===== src/design/lpfd_pkg.sv =====
// ----------------------------------------------------------------------------
// lpfd_pkg: shared definitions of the length-prefixed frame deframer
// Holds widths, reset values, the CRC-16/XMODEM byte update and the
// command/status bundles between controller and datapath.
// ----------------------------------------------------------------------------
package lpfd_pkg;

    localparam int LEN_W         = 24;   // payload length width (16..24)
    localparam int CFG_W         = 24;   // max_payload_length register width
    localparam int HDR_DEPTH     = 4;    // header bytes held while hunting
    localparam int HDR_CNT_W     = 3;    // header count, holds 0..HDR_DEPTH
    localparam int HDR_IDX_W     = 2;    // index into the header buffer

    localparam logic [CFG_W-1:0] MAX_LEN_RESET = CFG_W'(10000);
    localparam logic [15:0]      CRC_POLY      = 16'h1021;
    localparam logic [7:0]       MARKER_LEN1   = 8'd2;
    localparam logic [7:0]       MARKER_LEN2   = 8'd3;
    localparam logic [7:0]       MARKER_LEN3   = 8'd4;
    localparam logic [7:0]       TERMINATOR    = 8'd3;

    // Result kind loaded into the output register
    typedef enum logic [1:0] {
        OUT_NONE,
        OUT_PAY,
        OUT_DONE
    } out_sel_t;

    // Controller to datapath
    typedef struct packed {
        logic     hdr_append;   // push the accepted byte into the header buffer
        logic     hdr_drop;     // discard the first header byte
        logic     commit;       // valid header: clear buffer, start the frame
        logic     take_pay;     // run a payload byte through the CRC
        logic     pay_held;     // payload byte comes from the held input byte
        logic     crc_hi;       // capture received CRC high byte
        logic     crc_lo;       // capture received CRC low byte
        logic     out_load;     // load the output register
        out_sel_t out_sel;
    } dp_cmd_t;

    // Datapath to controller
    typedef struct packed {
        logic cnt_zero;      // header buffer empty
        logic is_marker;     // first header byte is a start marker
        logic incomplete;    // marker needs more bytes than stored
        logic len_ok;        // length is nonzero, fits and is within max
        logic leftover;      // one byte stored past the header
        logic len_one;       // header length is one
        logic last_byte;     // current payload byte is the last one
    } dp_sts_t;

    // CRC-16/XMODEM over one byte, MSB first
    function automatic logic [15:0] crc16_update(input logic [15:0] crc,
                                                 input logic [7:0]  data);
        logic [15:0] c;
        c = crc ^ {data, 8'h00};
        for (int i = 0; i < 8; i++) begin
            if (c[15])
                c = {c[14:0], 1'b0} ^ CRC_POLY;
            else
                c = {c[14:0], 1'b0};
        end
        return c;
    endfunction

endpackage


===== src/design/lpfd_datapath.sv =====
// ----------------------------------------------------------------------------
// lpfd_datapath: header buffer, length check, CRC and output register
// Executes the controller's commands and reports header and frame status.
// ----------------------------------------------------------------------------
module lpfd_datapath (
    input  logic                        clk,
    input  logic                        rst_n,
    input  logic                        cfg_write,
    input  logic [lpfd_pkg::CFG_W-1:0]  cfg_data,
    input  logic [7:0]                  rx_byte,
    input  logic                        in_xfer,
    input  lpfd_pkg::dp_cmd_t           cmd,
    output lpfd_pkg::dp_sts_t           sts,
    output logic [7:0]                  payload_byte,
    output logic                        payload_valid,
    output logic                        frame_done,
    output logic                        frame_good
);

    logic [lpfd_pkg::CFG_W-1:0]     max_len_reg;
    logic [7:0]                     hdr_reg [lpfd_pkg::HDR_DEPTH];
    logic [7:0]                     hdr_next [lpfd_pkg::HDR_DEPTH];
    logic [lpfd_pkg::HDR_CNT_W-1:0] cnt_reg, cnt_next;
    logic [7:0]                     held_reg;
    logic [lpfd_pkg::LEN_W-1:0]     left_reg, left_next;
    logic [15:0]                    crc_reg, crc_next;
    logic [15:0]                    rcv_reg, rcv_next;
    logic [7:0]                     pay_byte_reg, pay_byte_next;
    logic                           pay_valid_reg, pay_valid_next;
    logic                           done_reg, done_next;
    logic                           good_reg, good_next;

    logic [7:0]                     head;
    logic [lpfd_pkg::HDR_CNT_W-1:0] need;
    logic [23:0]                    raw_len;
    logic [lpfd_pkg::LEN_W-1:0]     len;
    logic                           len_fits;
    logic [7:0]                     pay_src;
    logic [15:0]                    crc_base;

    // Decode the header at the front of the buffer
    always_comb
    begin
        head = hdr_reg[0];
        need = head[lpfd_pkg::HDR_CNT_W-1:0];
        case (head)
            lpfd_pkg::MARKER_LEN1: raw_len = {16'h0000, hdr_reg[1]};
            lpfd_pkg::MARKER_LEN2: raw_len = {8'h00, hdr_reg[1], hdr_reg[2]};
            default:               raw_len = {hdr_reg[1], hdr_reg[2], hdr_reg[3]};
        endcase
        len_fits = (raw_len >> lpfd_pkg::LEN_W) == 24'h000000;
        len      = raw_len[lpfd_pkg::LEN_W-1:0];

        sts.cnt_zero   = (cnt_reg == '0);
        sts.is_marker  = (head == lpfd_pkg::MARKER_LEN1) ||
                         (head == lpfd_pkg::MARKER_LEN2) ||
                         (head == lpfd_pkg::MARKER_LEN3);
        sts.incomplete = (cnt_reg < need);
        sts.leftover   = (cnt_reg > need);
        sts.len_ok     = (raw_len != 24'h000000) && len_fits &&
                         (raw_len <= 24'(max_len_reg));
        sts.len_one    = (raw_len == 24'h000001);
        sts.last_byte  = (left_reg <= lpfd_pkg::LEN_W'(1));
    end

    // Payload byte source and CRC start value
    assign pay_src  = cmd.pay_held ? held_reg : rx_byte;
    assign crc_base = cmd.commit ? 16'h0000 : crc_reg;

    // Next values of the header buffer, frame counters and output register
    always_comb
    begin
        for (int i = 0; i < lpfd_pkg::HDR_DEPTH; i++)
            hdr_next[i] = hdr_reg[i];
        cnt_next       = cnt_reg;
        left_next      = left_reg;
        crc_next       = crc_reg;
        rcv_next       = rcv_reg;
        pay_byte_next  = pay_byte_reg;
        pay_valid_next = pay_valid_reg;
        done_next      = done_reg;
        good_next      = good_reg;

        // Append a hunted byte, making room when the buffer is full
        if (cmd.hdr_append) begin
            if (cnt_reg == lpfd_pkg::HDR_CNT_W'(lpfd_pkg::HDR_DEPTH)) begin
                for (int i = 0; i < lpfd_pkg::HDR_DEPTH - 1; i++)
                    hdr_next[i] = hdr_reg[i+1];
                hdr_next[lpfd_pkg::HDR_DEPTH-1] = rx_byte;
            end else begin
                hdr_next[cnt_reg[lpfd_pkg::HDR_IDX_W-1:0]] = rx_byte;
                cnt_next = cnt_reg + lpfd_pkg::HDR_CNT_W'(1);
            end
        end

        // Drop the first header byte
        if (cmd.hdr_drop) begin
            for (int i = 0; i < lpfd_pkg::HDR_DEPTH - 1; i++)
                hdr_next[i] = hdr_reg[i+1];
            hdr_next[lpfd_pkg::HDR_DEPTH-1] = 8'h00;
            if (cnt_reg != '0)
                cnt_next = cnt_reg - lpfd_pkg::HDR_CNT_W'(1);
        end

        // Start a frame
        if (cmd.commit) begin
            for (int i = 0; i < lpfd_pkg::HDR_DEPTH; i++)
                hdr_next[i] = 8'h00;
            cnt_next  = '0;
            left_next = len;
            crc_next  = 16'h0000;
            rcv_next  = 16'h0000;
        end

        // Advance CRC and remaining count on a payload byte
        if (cmd.take_pay) begin
            crc_next = lpfd_pkg::crc16_update(crc_base, pay_src);
            if (cmd.commit)
                left_next = len - lpfd_pkg::LEN_W'(1);
            else if (left_reg != '0)
                left_next = left_reg - lpfd_pkg::LEN_W'(1);
        end

        // Capture the received CRC
        if (cmd.crc_hi)
            rcv_next = {rx_byte, 8'h00};
        if (cmd.crc_lo)
            rcv_next = {rcv_reg[15:8], rx_byte};

        // Load the result
        if (cmd.out_load) begin
            case (cmd.out_sel)
                lpfd_pkg::OUT_PAY: begin
                    pay_byte_next  = pay_src;
                    pay_valid_next = 1'b1;
                    done_next      = 1'b0;
                    good_next      = 1'b0;
                end
                lpfd_pkg::OUT_DONE: begin
                    pay_byte_next  = 8'h00;
                    pay_valid_next = 1'b0;
                    done_next      = 1'b1;
                    good_next      = (rx_byte == lpfd_pkg::TERMINATOR) &&
                                     (rcv_reg == crc_reg);
                end
                default: begin
                    pay_byte_next  = 8'h00;
                    pay_valid_next = 1'b0;
                    done_next      = 1'b0;
                    good_next      = 1'b0;
                end
            endcase
        end
    end

    // Hold configuration and datapath state
    always_ff @(posedge clk or negedge rst_n)
    begin
        if (!rst_n) begin
            max_len_reg   <= lpfd_pkg::MAX_LEN_RESET;
            for (int i = 0; i < lpfd_pkg::HDR_DEPTH; i++)
                hdr_reg[i] <= 8'h00;
            cnt_reg       <= '0;
            held_reg      <= 8'h00;
            left_reg      <= '0;
            crc_reg       <= 16'h0000;
            rcv_reg       <= 16'h0000;
            pay_byte_reg  <= 8'h00;
            pay_valid_reg <= 1'b0;
            done_reg      <= 1'b0;
            good_reg      <= 1'b0;
        end else begin
            if (cfg_write)
                max_len_reg <= cfg_data;
            if (in_xfer)
                held_reg <= rx_byte;
            for (int i = 0; i < lpfd_pkg::HDR_DEPTH; i++)
                hdr_reg[i] <= hdr_next[i];
            cnt_reg       <= cnt_next;
            left_reg      <= left_next;
            crc_reg       <= crc_next;
            rcv_reg       <= rcv_next;
            pay_byte_reg  <= pay_byte_next;
            pay_valid_reg <= pay_valid_next;
            done_reg      <= done_next;
            good_reg      <= good_next;
        end
    end

    assign payload_byte  = pay_byte_reg;
    assign payload_valid = pay_valid_reg;
    assign frame_done    = done_reg;
    assign frame_good    = good_reg;

endmodule


===== src/design/lpfd_ctrl.sv =====
// ----------------------------------------------------------------------------
// lpfd_ctrl: frame phase controller
// Sequences hunting, header scan, payload, CRC and terminator phases and
// owns the handshake of both channels.
// ----------------------------------------------------------------------------
module lpfd_ctrl (
    input  logic                clk,
    input  logic                rst_n,
    input  logic                in_valid,
    output logic                in_ready,
    output logic                out_valid,
    input  logic                out_ready,
    output logic                in_xfer,
    input  lpfd_pkg::dp_sts_t   sts,
    output lpfd_pkg::dp_cmd_t   cmd
);

    typedef enum logic [2:0] {
        S_HUNT,
        S_SCAN,
        S_PAYLOAD,
        S_CRC_HI,
        S_CRC_LO,
        S_TERM
    } state_t;

    state_t state_reg, state_next;
    logic   out_valid_reg, out_valid_next;
    logic   slot_free;

    // Accept only when the output register is empty or draining
    assign slot_free = !out_valid_reg || out_ready;
    assign in_ready  = (state_reg != S_SCAN) && slot_free;
    assign in_xfer   = in_valid && in_ready;

    // Issue commands and pick the next phase
    always_comb
    begin
        cmd        = '0;
        cmd.out_sel = lpfd_pkg::OUT_NONE;
        state_next = state_reg;

        case (state_reg)
            S_HUNT: begin
                if (in_xfer) begin
                    cmd.hdr_append = 1'b1;
                    state_next     = S_SCAN;
                end
            end
            S_SCAN: begin
                if (slot_free) begin
                    if (sts.cnt_zero || (sts.is_marker && sts.incomplete)) begin
                        cmd.out_load = 1'b1;
                        state_next   = S_HUNT;
                    end else if (!sts.is_marker || !sts.len_ok) begin
                        cmd.hdr_drop = 1'b1;
                    end else if (sts.leftover) begin
                        // the byte just accepted is the first payload byte
                        cmd.commit   = 1'b1;
                        cmd.take_pay = 1'b1;
                        cmd.pay_held = 1'b1;
                        cmd.out_load = 1'b1;
                        cmd.out_sel  = lpfd_pkg::OUT_PAY;
                        state_next   = sts.len_one ? S_CRC_HI : S_PAYLOAD;
                    end else begin
                        cmd.commit   = 1'b1;
                        cmd.out_load = 1'b1;
                        state_next   = S_PAYLOAD;
                    end
                end
            end
            S_PAYLOAD: begin
                if (in_xfer) begin
                    cmd.take_pay = 1'b1;
                    cmd.out_load = 1'b1;
                    cmd.out_sel  = lpfd_pkg::OUT_PAY;
                    if (sts.last_byte)
                        state_next = S_CRC_HI;
                end
            end
            S_CRC_HI: begin
                if (in_xfer) begin
                    cmd.crc_hi   = 1'b1;
                    cmd.out_load = 1'b1;
                    state_next   = S_CRC_LO;
                end
            end
            S_CRC_LO: begin
                if (in_xfer) begin
                    cmd.crc_lo   = 1'b1;
                    cmd.out_load = 1'b1;
                    state_next   = S_TERM;
                end
            end
            S_TERM: begin
                if (in_xfer) begin
                    cmd.out_load = 1'b1;
                    cmd.out_sel  = lpfd_pkg::OUT_DONE;
                    state_next   = S_HUNT;
                end
            end
            default: begin
                state_next = S_HUNT;
            end
        endcase

        // Set on a new result, clear when the consumer takes it
        if (cmd.out_load)
            out_valid_next = 1'b1;
        else if (out_ready)
            out_valid_next = 1'b0;
        else
            out_valid_next = out_valid_reg;
    end

    // Hold phase and output valid
    always_ff @(posedge clk or negedge rst_n)
    begin
        if (!rst_n) begin
            state_reg     <= S_HUNT;
            out_valid_reg <= 1'b0;
        end else begin
            state_reg     <= state_next;
            out_valid_reg <= out_valid_next;
        end
    end

    assign out_valid = out_valid_reg;

endmodule


===== src/design/length_prefixed_frame_deframer_top.sv =====
// ----------------------------------------------------------------------------
// length_prefixed_frame_deframer_top: length-prefixed frame deframer
// Hunts for a start marker and length header, streams out the payload,
// checks CRC-16/XMODEM and the terminator, and flags each finished frame.
// ----------------------------------------------------------------------------
// Every accepted byte yields exactly one result on the output channel.
// While hunting, the header buffer is examined one entry per cycle while
// the output register has room, and in_ready stays low during that scan,
// which drops at most four header bytes. The output register lets a new
// byte enter in the cycle its predecessor's result is taken. frame_good
// is only meaningful with frame_done; consumers discard frames that are
// not good. max_payload_length resets to 10000 and is written through
// cfg_write / cfg_data; the user must write it only while the block is
// idle, which the block itself does not enforce.
// ----------------------------------------------------------------------------
module length_prefixed_frame_deframer_top (
    input  logic                        clk,
    input  logic                        rst_n,
    input  logic                        cfg_write,
    input  logic [lpfd_pkg::CFG_W-1:0]  cfg_data,
    input  logic                        in_valid,
    output logic                        in_ready,
    input  logic [7:0]                  rx_byte,
    output logic                        out_valid,
    input  logic                        out_ready,
    output logic [7:0]                  payload_byte,
    output logic                        payload_valid,
    output logic                        frame_done,
    output logic                        frame_good
);

    lpfd_pkg::dp_cmd_t cmd;
    lpfd_pkg::dp_sts_t sts;
    logic              in_xfer;

    // Phase controller
    lpfd_ctrl u_ctrl (
        .clk       (clk),
        .rst_n     (rst_n),
        .in_valid  (in_valid),
        .in_ready  (in_ready),
        .out_valid (out_valid),
        .out_ready (out_ready),
        .in_xfer   (in_xfer),
        .sts       (sts),
        .cmd       (cmd)
    );

    // Header, CRC and result datapath
    lpfd_datapath u_datapath (
        .clk           (clk),
        .rst_n         (rst_n),
        .cfg_write     (cfg_write),
        .cfg_data      (cfg_data),
        .rx_byte       (rx_byte),
        .in_xfer       (in_xfer),
        .cmd           (cmd),
        .sts           (sts),
        .payload_byte  (payload_byte),
        .payload_valid (payload_valid),
        .frame_done    (frame_done),
        .frame_good    (frame_good)
    );

endmodule

===== config.mk =====
export PLATFORM = sky130hd
export DESIGN_NAME = length_prefixed_frame_deframer_top
export DESIGN_NICKNAME = d
export VERILOG_FILES = /design/src/design/lpfd_pkg.sv /design/src/design/lpfd_datapath.sv /design/src/design/lpfd_ctrl.sv /design/src/design/length_prefixed_frame_deframer_top.sv
export SDC_FILE = /design/constraint.sdc
export NUM_CORES = 1
export LEC_CHECK = 0
export BUFFER_PORTS_ARGS = -buffer_cell sky130_fd_sc_hd__buf_2
export CORE_UTILIZATION = 60
export DETAILED_ROUTE_END_ITERATION = 12
export PLACE_DENSITY = 0.85
export RECOVER_POWER = 25
export SYNTH_ARGS = -nofsm -noshare
export SYNTH_HDL_FRONTEND = slang
export SYNTH_SLANG_ARGS = --single-unit

===== constraint.sdc =====
create_clock -name clk -period 8.65 [get_ports clk]
set_input_delay 0 -clock clk [delete_from_list [all_inputs] [get_ports clk]]
set_output_delay 0 -clock clk [all_outputs]
set_load 0.01 [all_outputs]

Word level (Yosys, flattened, before mapping)
Index checks and enable logic that the tools add are counted.
{"block": "op_classes", "n_lt_le_gt_ge": 6, "reduce_logical": 25, "eq_ne": 23, "addsub": 4, "n_mux": 78, "bitwise_logic": 11}
{"operator": "$mux 16", "n": 11}
{"operator": "$mux 32", "n": 4}
{"operator": "$mux 13", "n": 8}
{"operator": "$mux 24", "n": 4}
{"operator": "$mux 3", "n": 20}
{"operator": "$pmux 24 s2", "n": 1}
{"operator": "$reduce_bool 24->1", "n": 2}
{"operator": "$sub 24x1->24 const B", "n": 2}
{"operator": "$bwmux 32", "n": 1}
{"operator": "$mux 8", "n": 4}
{"operator": "$eq 24x1->1 const B", "n": 1}
{"operator": "$eq 8x2->1 const B", "n": 3}
{"operator": "$le 24x1->1 const B", "n": 1}
{"operator": "$le 24x24->1", "n": 1}
{"operator": "$not 3->3", "n": 8}
{"operator": "$pmux 3 s6", "n": 1}
{"operator": "$demux 8 s2", "n": 1}
{"operator": "$eq 16x16->1", "n": 1}
{"operator": "$xor 16x16->16", "n": 1}
{"operator": "$mux 1", "n": 14}
{"operator": "$ne 2x2->1 const B", "n": 6}
{"operator": "$eq 3x3->1 const B", "n": 3}
{"operator": "$reduce_bool 3->1", "n": 3}
{"operator": "$eq 8x3->1 const B", "n": 1}
{"operator": "other kinds (27)", "n": 45}
{"block": "totals", "input_bits": 37, "ff_bits": 138}

Depth between registers and ports, before layout
{"block": "logic_depth", "word_depth": 36, "depth_mapped": 20, "depth_no_buf": 17}

Hierarchy
Synthesis repeated with hierarchy kept, for this count alone.
{"block": "unflattened", "cells_unflattened": 1036, "area_unflattened_um2": 8902.3}
{"mod": "lpfd_datapath", "instances": 1, "area_per_inst_um2": 8449.4, "seq_area_each_um2": 3359.5, "cells_per_inst": 977}
{"mod": "lpfd_ctrl", "instances": 1, "area_per_inst_um2": 452.9, "seq_area_each_um2": 100.1, "cells_per_inst": 59}

Worst setup path after synthesis
Ideal clock, no wire load.
{"block": "synth_path", "path_kind": "register to register", "start": "register u_datapath.hdr_reg (netlist bit u_datapath.head[3])", "end": "register u_datapath.left_reg[21] in the netlist's numbering", "required_ns": 8.513, "path_stages_with_launch": 19, "path_slack_ns": 3.961, "n_path_buf": 3, "period_less_slack_ns": 4.689, "t_arrival_ns": 4.552, "cell_sequence": "dfrtp_1 -> or4_4 -> nor3_4 -> buf_2 -> buf_1 -> nand3_1 -> nand2_1 -> ha_1 -> a21o_1 -> a221o_1 -> a22oi_1 -> a41oi_1 -> or4_1 -> a211oi_2 -> and3_1 -> clkbuf_2 -> a31oi_1 -> a211oi_1 -> a21oi_1"}
{"block": "synth_via", "elab_chain_len": 14, "word_cells_on_any_way": 24, "classes_between": "add/sub (1); order compare (1); eq/ne (3); mux (10); reduce/logical (9)"}
{"element": "from (decl)", "line": "lpfd_datapath.sv:21", "text": "logic [7:0] hdr_reg [lpfd_pkg::HDR_DEPTH];"}
{"element": "from (signal, indexed assignment)", "line": "lpfd_datapath.sv:178", "text": "hdr_reg[i] <= hdr_next[i];"}
{"element": "$eq 8x2->1, on equally long branches", "line": "lpfd_datapath.sv:46, lpfd_datapath.sv:56, lpfd_datapath.sv:55"}
{"element": "$pmux 24 s2", "line": "lpfd_datapath.sv:46", "text": "case (head)"}
{"element": "$le 24x24->1 / $reduce_bool 24->1 (equally long branches)", "line": "lpfd_datapath.sv:61, lpfd_datapath.sv:60"}
{"element": "$logic_and 1x1->1", "line": "lpfd_datapath.sv:60", "text": "sts.len_ok = (raw_len != 24'h000000) && len_fits &&"}
{"element": "$logic_not 1->1", "line": "lpfd_ctrl.sv:55", "text": "end else if (!sts.is_marker || !sts.len_ok) begin"}
{"element": "$logic_or 1x1->1", "line": "lpfd_ctrl.sv:55"}
{"element": "$mux 3", "line": "lpfd_ctrl.sv:55"}
{"element": "$mux 4", "line": "lpfd_ctrl.sv:52", "text": "if (sts.cnt_zero || (sts.is_marker && sts.incomplete)) begin"}
{"element": "$mux 4", "line": "lpfd_ctrl.sv:51", "text": "if (slot_free) begin"}
{"element": "$mux 2", "line": "lpfd_ctrl.sv:43", "text": "case (state_reg)"}
{"element": "$mux 24", "line": "lpfd_datapath.sv:106", "text": "if (cmd.commit) begin"}
{"element": "$mux 24", "line": "lpfd_datapath.sv:120", "text": "else if (left_reg != '0)"}
{"element": "$mux 24", "line": "lpfd_datapath.sv:118", "text": "if (cmd.commit)"}
{"element": "$mux 24 (*)", "line": "lpfd_datapath.sv:116", "text": "if (cmd.take_pay) begin"}
{"element": "named net u_datapath.left_next (one bit)", "line": "lpfd_datapath.sv:25", "text": "logic [lpfd_pkg::LEN_W-1:0] left_reg, left_next;"}
{"element": "to (signal assigned)", "line": "lpfd_datapath.sv:180", "text": "left_reg <= left_next;"}
{"element": "to (decl)", "line": "lpfd_datapath.sv:25"}
The timed path passes the listed nets; every way through them passes the cells marked *.
A chain may end at the register's enable or synchronous reset.

Worst setup path after layout
{"block": "layout_path", "start": "register u_datapath.hdr_reg (netlist bit u_datapath.head[3])", "end": "register u_datapath.left_reg[22] in the netlist's numbering"}
Same word-level chain as after synthesis.

==> results.md <==
- Remaining Overflow, GRT: 0
- Final Critical Period: between 6000 and 7000 ps
- Final clock skew: 5.97 ps
- Post-route setup TNS: 0 ps
- Setup crit end: u_datapath.left_reg[22]
- RSZ-0062 raised after global routing: no
- Leak pwr: 4.58 nW
- Max-slew headroom: -1.44
- Number of synthesized flops with an enable pin: 0
- Hold Crit Class: in -> reg
- Via/cell ratio: 6.37
- Starting Density: 0.626
- Async SR Flop Fraction: 1.00
- Drt first-iter violations: 1,076
- Largest net degree at the start of global routing: 72
- CP Capture Type: flip-flop
- Power Density: 362 mW/mm2
- First-pass GRT wire length: ~40,000 um
- CP max FO: 41
- Vias in the first global route: 7,707
- R2r startpoint: u_datapath.head[3]
- H-tree depth: 4
- Synthesized area: 0.00882 mm2
- DP HPWL: 16,200 um
- Top-level I/O count: 50
- CP Data Arrival Time: 6360 ps
- Count of different cell masters after synthesis: 76
- Final Wtd Congestion: 0.974
- Placeable Area: 0.0141 mm2
- Syn Nets: 1,105
- Height of the die: approximately 120 um
- Die Wd: 123 um
- Number of buffers added on ports: 49
- Final nets: 1,150
- Max-slew violations: approximately 70
- Layout Area Growth over Synthesis: 13.4%
- DR DRC count: 0
- Path depth of the worst reg2reg path: 16
- R2R Path End: u_datapath.left_reg[22]
- Clock transition at path regs: 60 ps
- Clock sinks: around 140
- Fmax: around 160 MHz
- DR WL/cell: 19.2 um
- Die area: 0.0152 mm2
- Post-CTS Setup Bufs: 0
- FP Rows: between 40 and 50
- CTS Root Cell: clkbuf_16
- First-pass DRT Iterations: 6
- Layout cells sized above 1: 0.108
- Required time of the critical path: 8930 ps
- Reg2reg setup slack: 2570 ps
- Final setup viols: 0
- Crit start category: flip-flop
- Fin Hold WS: 117 ps
- Syn Area/Cell: around 8.6 um2
- Hold_buf cts: 35
- Max_cap viols: 1
- Worst-Skew Late Latency: 430 ps
- Via count: 8,089
- CTS Buffer Depth: 2
- Ys Warns: 0
- Synth Flop Type: dfrtp_1
- Peak VDD IR: 0.330 mV
- Mapped Cells: ~1.0k
- Initial antenna violation count: 1
- Crit path kind: reg -> reg
- Final WL: around 24,000 um
- Global Route Usage Sum: 0.342
- Final Hold Fails: 0
- Crit path from: u_datapath.head[3]
- PostCTS Resize Cnt: 0
- Fin crit share: 0.703
- Failing checks: capacitance limit, slew limit
- Outcome: finished, violations left
- Startpoint of the worst hold path: cfg_write
- CTS Buf Count: 17
- Seq/Total Area, Yosys: 0.392
- Routed Antenna Nets: 0
- CTS tree: built
- Synth Register Bits: 138
- Worst Max-Slew Pin Slew: between 3000 and 4000 ps
## through the flow
stage	cells	setup slack, ps	util	instance area [um2]	power (W)
after floorplan	1031	3960	-	8820	0.00238
after global placement	1202	3020	0.644	9080	0.00276
after detailed placement	1202	2720	0.644	9080	0.00282
after CTS	1269	2710	0.710	10000	0.00357
after global routing	1270	2050	0.709	10000	0.00385
final	1270	2570	0.709	10000	0.00362
## critical path: stages, from the launching register on
cell and delay (ps):
dfrtp_1 400, nor4_1 500, nand2_1 820, nand2_1 500
inv_1 80, ha_1 300, nand4_1 120, nor4_1 380
nand4_1 170, nor3_1 280, a41oi_1 140, or4_1 660
nand2_1 600, and3_1 460, nor3b_1 270, xnor2_1 160
a21oi_1 80
## kinds of logic (layout without fill, tap and decap cells)
group / Yosys count / after routing / share of synthesized area
buffers and inverters: 109 / 167 / 0.0504
flip-flops: 138 / 138 / 0.392
AND/OR/NAND/NOR: 393 / 393 / 0.215
XOR/XNOR: 59 / 59 / 0.0586
adder cells (fa/ha/maj): 37 / 37 / 0.0525
other: 0 / 1 / 0
AO/OA/AOI/OAI: 260 / 260 / 0.190
multiplexers: 35 / 35 / 0.0410
## metal layers
metal  vias up  part of all wire  GRT usage
met5         -                 0          0
met2       435              0.46      0.515
met3        76              0.10     0.0895
met1      3872              0.41      0.470
li1       3706                 -          -
met4         0             0.027      0.136
## Yosys cell counts (all sizes together), types with 2 or more instances
| master | instances | area [um2] |
|---|---|---|
| a22oi | 5 | 37.5 |
| ha | 37 | 463 |
| and3 | 9 | 61.3 |
| a21oi | 64 | 320 |
| nor2 | 63 | 236 |
| a211o | 4 | 43.8 |
| nand3 | 34 | 175 |
| or2 | 2 | 12.5 |
| nand4 | 10 | 62.6 |
| a21o | 7 | 52.6 |
| or3 | 6 | 43.8 |
| xnor2 | 24 | 210 |
| nor4 | 15 | 93.8 |
| nor2b | 13 | 81.3 |
| a211oi | 10 | 90.1 |
| or3b | 2 | 17.5 |
| buf | 18 | 101 |
| and2 | 13 | 83.8 |
| nand3b | 6 | 45.0 |
| o221ai | 3 | 26.3 |
| a22o | 32 | 280 |
| nor3b | 7 | 52.6 |
| o211a | 3 | 37.5 |
| and4 | 2 | 17.5 |
| or4 | 7 | 56.3 |
| a32oi | 3 | 26.3 |
| inv | 43 | 161 |
| mux2 | 9 | 101 |
| dfstp | 5 | 131 |
| a31oi | 4 | 25.0 |
| xor2 | 35 | 307 |
| clkbuf | 48 | 181 |
| o21bai | 3 | 22.5 |
| mux2i | 26 | 260 |
| a221oi | 2 | 17.5 |
| nor3 | 17 | 96.4 |
| nand2b | 12 | 75.1 |
| o21ai | 96 | 480 |
| nand2 | 170 | 638 |
| dfrtp | 133 | 3330 |
| o21a | 6 | 45.0 |
| o211ai | 6 | 45.0 |
## how the worst min path moves through the flow
stage | to | slack, ps | cells after the start
2_1_floorplan | u_ctrl.out_valid | -300 | 0
3_3_place_gp | u_datapath.payload_valid | 30 | 1
3_5_place_dp | u_datapath.payload_valid | 30 | 1
4_1_cts | u_datapath.max_len_reg[13] | 80 | 3
5_1_grt | u_datapath.max_len_reg[13] | 170 | 3
6_report | u_datapath.max_len_reg[10] | 120 | 3
## layout make-up
| cell class | instances | area (um2) |
|---|---|---|
| repair buffers | 92 | 654 |
| flip-flops and latches | 138 | 3460 |
| multi-input cells | 784 | 4920 |
| diodes | 1 | 2.50 |
| inverters | 43 | 161 |
| fillers | 1003 | 4100 |
| clock inverters | 8 | 92.6 |
| well taps | 180 | 225 |
| clock buffers | 24 | 482 |
## cells in the final DEF, fill, tap and decap left out, types with 7 or more instances in the layout
cell type,count
nand3_1,33
buf_4,8
clkbuf_16,17
nor4_1,15
and2_1,10
dlygate4sd3_1,35
nand2_1,170
mux2_2,9
and3_1,8
mux2i_1,26
nor2b_1,13
o21ai_0,94
xnor2_1,24
inv_1,43
buf_2,48
nor2_1,63
dfrtp_1,133
a211oi_1,7
nand4_1,10
ha_1,37
nor3_1,15
a21o_1,7
nand2b_1,12
a21oi_1,64
nor3b_1,7
a22o_1,32
xor2_1,35
## power by group
part | leakage, nW | internal, W | switching (W)
Combinational | 2.54 | 0.000687 | 0.00100
Sequential | 1.76 | 0.000887 | 0.000327
Clock | 0.284 | 0.000444 | 0.000269
Total | 4.58 | 0.00202 | 0.00160
(Power assumes the default switching activity.)
